`src/hw/rtl/cms_pkg.sv`:
```
package cms_pkg;

	// Sequencer states of the sketch engine.
	typedef enum logic [3:0] {
		ST_CLEAR,
		ST_IDLE,
		ST_HASH,
		ST_MOD,
		ST_READ,
		ST_WAIT,
		ST_UPDATE,
		ST_NEXT,
		ST_OUT
	} state_t;

	// Request kinds carried in tuser.
	localparam logic REQ_ADD      = 1'b0;
	localparam logic REQ_ESTIMATE = 1'b1;

	// Configuration register indexes.
	localparam logic REG_COLUMNS = 1'b0;
	localparam logic REG_ROWS    = 1'b1;

	localparam logic [31:0] ROW_SALT = 32'h9E37_79B9;

	localparam int unsigned TDATA_W = 192;

	// Control from the sequencer to the remainder unit.
	typedef struct packed {
		logic start;
		logic [63:0] dividend;
	} mod_req_t;

endpackage

```
`src/hw/rtl/cms_mod_unit.sv`:
```
module cms_mod_unit #(
	parameter int unsigned COL_W = 11
) (
	input  logic                   clk,
	input  logic                   arst_n,
	input  cms_pkg::mod_req_t      req,
	input  logic [COL_W-1:0]       divisor,
	output logic                   done,
	output logic [COL_W-1:0]       remainder
);

	// Restoring remainder, one dividend bit per cycle.
	logic [63:0]    dividend_q;
	logic [COL_W:0] rem_q;
	logic [6:0]     count_q;
	logic           busy_q;
	logic [COL_W+1:0] shifted;
	logic [COL_W+1:0] diff;

	assign shifted = {rem_q, dividend_q[63]};
	assign diff    = shifted - {2'b00, divisor};

	always_ff @(posedge clk or negedge arst_n) begin
		if (!arst_n) begin
			busy_q  <= 1'b0;
			count_q <= '0;
			done    <= 1'b0;
		end else begin
			done <= 1'b0;
			if (req.start) begin
				busy_q  <= 1'b1;
				count_q <= 7'd0;
			end else if (busy_q) begin
				count_q <= count_q + 7'd1;
				if (count_q == 7'd63) begin
					busy_q <= 1'b0;
					done   <= 1'b1;
				end
			end
		end
	end

	// Datapath of the remainder.
	always_ff @(posedge clk) begin
		if (req.start) begin
			dividend_q <= req.dividend;
			rem_q      <= '0;
		end else if (busy_q) begin
			dividend_q <= {dividend_q[62:0], 1'b0};
			if (!diff[COL_W+1]) begin
				rem_q <= diff[COL_W:0];
			end else begin
				rem_q <= shifted[COL_W:0];
			end
		end
	end

	assign remainder = rem_q[COL_W-1:0];

endmodule

```
`config.mk`:
```
export PLATFORM = sky130hd
export DESIGN_NAME = cms_mod_unit
export DESIGN_NICKNAME = d
export VERILOG_FILES = /design/src/hw/rtl/cms_pkg.sv /design/src/hw/rtl/cms_mod_unit.sv
export SDC_FILE = /design/constraint.sdc
export NUM_CORES = 1
export LEC_CHECK = 0
export BUFFER_PORTS_ARGS = -buffer_cell sky130_fd_sc_hd__buf_2
export CAP_MARGIN = 25
export CORE_UTILIZATION = 55
export CTS_BUF_LIST = sky130_fd_sc_hd__clkbuf_8
export DETAILED_ROUTE_END_ITERATION = 16
export PLACE_DENSITY = 0.8
export SYNTH_ARGS = -nofsm -noshare
export SYNTH_HDL_FRONTEND = slang
export SYNTH_SLANG_ARGS = --single-unit
```
`constraint.sdc`:
```
create_clock -name clk -period 3 [get_ports clk]
set_input_delay 0.3 -clock clk [delete_from_list [all_inputs] [get_ports clk]]
set_output_delay 0.3 -clock clk [all_outputs]
set_load 0.005 [all_outputs]
```
After elaboration in Yosys (flattened, before gate mapping) --
Index checks and enable logic that the tools add are counted.
Cells by class: mux-type cells 11, reduce and logical (&&, ||, !) cells 1, $add $sub $neg 2, equality and inequality tests 1
Operators by type and width (count):
- 64-bit 2-to-1 mux | 2
- 7-bit 2-to-1 mux | 2
- 13-bit by 11-bit subtractor with 13-bit output | 1
- 12-bit 2-to-1 mux | 1
- 7-bit by 1-bit adder with 7-bit output (second input constant) | 1
- 7-bit by 6-bit equality test with 1-bit output (second input constant) | 1
- 1-bit 2-to-1 mux | 6
- 2-bit nonzero test | 1
Word-level totals: output and inout port bits 12, logic and storage cells 20, bits of input ports 78, register bits after elaboration 85

Logic depth before layout (Yosys ltp) --
depth after elaboration 4, depth in mapped cells 10, depth with buffers taken out 10

Worst setup path after synthesis --
Ideal clock, no wire load.
kind register to register, start register dividend_q[63], end register rem_q[3], stages on the path, launching flop included 11, clock period less this slack 2605 ps, setup time 91 ps, path buffers 0, slack 395 ps, arrival time 2515 ps, data required time 2909 ps, cell sequence edfxtp_1 inv_1 ha_1 inv_1 fa_1 a21o_1 a221oi_2 o211ai_4 xnor2_2 or3_1 a311oi_1
Between the ends: longest elaborated chain between the ends 2
Ends and longest elaborated chain:
- start: declaration | RTL line cms_mod_unit.sv:13 | logic [63:0] dividend_q;
- start signal: assignment | RTL line cms_mod_unit.sv:46 | dividend_q <= req.dividend;
- start signal: assignment | RTL line cms_mod_unit.sv:49 | dividend_q <= {dividend_q[62:0], 1'b0};
- 13-bit by 11-bit subtractor with 13-bit output | RTL line cms_mod_unit.sv:21 | assign diff = shifted - {2'b00, divisor};
- 12-bit 2-to-1 mux | RTL line cms_mod_unit.sv:50 | if (!diff[COL_W+1]) begin
- end signal: assignment | RTL line cms_mod_unit.sv:51 | rem_q <= diff[COL_W:0];
- end signal: assignment | RTL line cms_mod_unit.sv:53 | rem_q <= shifted[COL_W:0];
- end: declaration | RTL line cms_mod_unit.sv:14 | logic [COL_W:0] rem_q;
Every way passes these cells. A chain may end at the register's enable or synchronous reset.

Worst setup path in the final report --
start register dividend_q[63], end register rem_q[4]
Same word-level chain as after synthesis.

==> flow_summary.ini <==
[logic_synthesis]
ys_async_sr_fraction = 0.1059
synth_edf_count = 64
yosys_warnings = 0
synth_ff_type = edfxtp_1
synthAdderAreaFrac = 0.03908
synth_xor_area_frac = 0.02557
synth_seq_cells = 85
syn-cell-area_sq_um = 4354
synth.distinct_cells = 51
synth_mux_area_frac = 0.1698
synth_compound_area_frac = 0.08592
ys_seq_area_frac = 0.5483
synth_top_family_by_area = multiplexers
synth_simple_gate_area_frac = 0.07241
synthCells = 332
avgSynthCellArea_sq_um = 13.11
syn_nets = 423

[power]
p_leak_nw = 2.128
p_per_area_nw_per_um2 = 642.7
finalPower_mw = 3.209
ir_drop_mv = 0.3034

[sta]
fmax_mhz = 361.1
relSlewSlack = 0.5306
rsz0062_at_grt = false
final.setup.tns_ns = 0
slew_violations = 0
skew_ns = 0.01100
worst-slew-pin-transition_ns = 0.7040
finalCriticalPeriod_ns = 2.770
setup_viol = 0
period_share = 0.9232
hold_viol_final = 0

[run_status]
outcome = completed

[drt]
detail_route.vias_per_cell = 5.519
wirelength_microns = 7970
routedWlPerCell_microns = 15.39
drt_iter0_drc = 173
drt_pass1_iterations = 4
via_count = 2859
drc = 0
postRouteAntennaNets = 0

[worst_setup_path]
cp-start-kind = register
crit_slowest_cell = fa_1
cpMostUsedCell = inv_1
critPathKind = reg2reg
required_ns = 3.27
path_cells = inv_1, ha_1, inv_1, fa_1, a21o_1, a221oi_4, o211ai_4, xnor2_2, or3_1, a311oi_1
crit_arrival_ns = 3.04
cpLargestDelayFamily = compound AO/OA/AOI/OAI gates
worstPathMaxFanout = 10
path_buf_inv = 2
cp-end-kind = register
cpPeakStageDelay_ns = 0.42

[die]
boundaryPins = 90
dieWidth_microns = 90.98
start_util = 0.5664
rows = 32
die_area_sq_um = 8276
fp.dieH_microns = 90.98
core_area_sq_um = 7687

[grt]
grt_pass1_wl_microns = 13160
grt_max_degree = 61
first_global_vias = 2805
grt_use_total = 0.2043
antenna_found_initial = 0
grt-ovfl-total = 0

[placed_design]
numPortBuffers = 89
dp_hpwl_microns = 5495
place_inst = 501
place.gp.congestion = 0.8556

[clocking]
cts_buffer_depth = 2
numCtsBuffers = 9
clock_latency_ns = 0.35
h-tree-depth = 3
cts-root-buf = clkbuf_8
cts_tree = built
path_clk_slew_ns = 0.09
cts.sinks = 85

[cells_and_area]
final_cell_mix = buf_2, edfxtp_1, mux2_2, nor2_1, nand2_1
syn2layout_area_growth_pct = 14.66
final_common_cell = buf_2
multi_input_area_sq_um = 1722
fin_cells = 518
nets = 502
drive_above_1_share = 0.4327
antenna_cells = 0
seq_area_sq_um = 2387
fill_cells = 602

[flow_run]
cap_violations = 0

[hold_path]
hp-class = in2reg
==> metal layers <==
metal / global-route usage / vias up / part of all wire
met4: 0.09524 / 0 / 0.018
met2: 0.3289 / 92 / 0.48
met1: 0.2625 / 1363 / 0.44
met3: 0.04774 / 14 / 0.062
met5: 0 / - / 0
li1: - / 1390 / -
==> stage by stage <==
step / worst slack [ns] / cell area, sq um / hold WS [ns] / utilization
global route: 0.02140 / 4992 / 0.2303 / 0.6494
detailed placement: 0.1867 / 4772 / 0.1644 / 0.6208
finish: 0.2304 / 4992 / 0.2370 / 0.6494
global placement: 0.2615 / 4772 / 0.1598 / 0.6208
floorplan: 0.3945 / 4354 / 0.004409 / -
CTS: 0.1614 / 4981 / 0.2205 / 0.6479
==> path summary, 6_finish.rpt <==
path,from,end,slack [ns],depth (start not counted)
max in group asynchronous,arst_n,count_q[5]$_DFFE_PN0P_,2.46,2
worst min-delay path,req[0],dividend_q[0]$_SDFFCE_PN0P_,0.24,2
worst min register to register,rem_q[7]$_SDFFE_PP0P_,rem_q[7]$_SDFFE_PP0P_,0.51,2
min in group asynchronous,arst_n,busy_q$_DFF_PN0_,0.35,2
worst max-delay path,dividend_q[63]$_DFFE_PP_,rem_q[4]$_SDFFE_PP0P_,0.23,10
worst max register to register,dividend_q[63]$_DFFE_PP_,rem_q[4]$_SDFFE_PP0P_,0.23,10
==> layout make-up <==
| type | count | area share |
|---|---|---|
| Multi-Input combinational cell | 206 | 0.3449 |
| Tap cell | 102 | 0.02556 |
| Inverter | 15 | 0.01128 |
| Timing Repair Buffer | 94 | 0.1003 |
| Clock buffer | 9 | 0.02481 |
| Clock inverter | 7 | 0.01504 |
| Sequential cell | 85 | 0.4782 |
==> Yosys cell counts, types with 3 or more instances <==
library cell,count,area share
o21a_1,4,0.0069
nor3_1,3,0.0034
xor2_1,5,0.010
a311oi_1,5,0.010
a21oi_1,7,0.0080
dfxtp_1,12,0.055
or3_1,6,0.0086
o21ai_0,9,0.010
ha_1,12,0.034
nand2_1,18,0.016
inv_1,15,0.013
buf_4,12,0.021
nand3_1,5,0.0057
a21o_1,3,0.0052
a211oi_1,7,0.012
xnor2_1,4,0.0080
edfxtp_1,64,0.44
buf_6,5,0.013
nor2_1,21,0.018
nand4_1,4,0.0057
mux2i_1,3,0.0069
clkbuf_1,6,0.0052
mux2_2,63,0.16
dfrtp_1,9,0.052
==> repair_timing <==
action	in CTS	in global routing
endpoints found under the hold margin	9	0
setup endpoints to repair	0	2
hold buffers	1	0
resized for setup	0	1
setup buffers	0	0
==> state kept, by name (all words and copies together), names as in the netlist <==
| signal | count |
|---|---|
| rem_q | 12 |
| busy_q | 1 |
| dividend_q | 64 |
| count_q | 7 |
| done | 1 |
==> cell families (layout without fill, tap and decap cells) <==
logic type | Yosys count | count (layout)
xor gates and xnor gates | 11 | 11
adders and majority gates | 13 | 13
buffers and inverters | 41 | 125
DFF | 85 | 85
AOI/OAI and AO/OA | 50 | 50
and+or+nand+nor | 66 | 66
muxes | 66 | 66
==> power by group <==
| group | switching (mW) | internal, mW | leakage [nW] |
|---|---|---|---|
| sequential | 0.101 | 1.42 | 0.896 |
| combinational | 0.441 | 0.439 | 1.13 |
| clock | 0.417 | 0.387 | 0.0972 |
| total | 0.959 | 2.25 | 2.13 |
No activity file was read; power rests on OpenSTA's default activity.
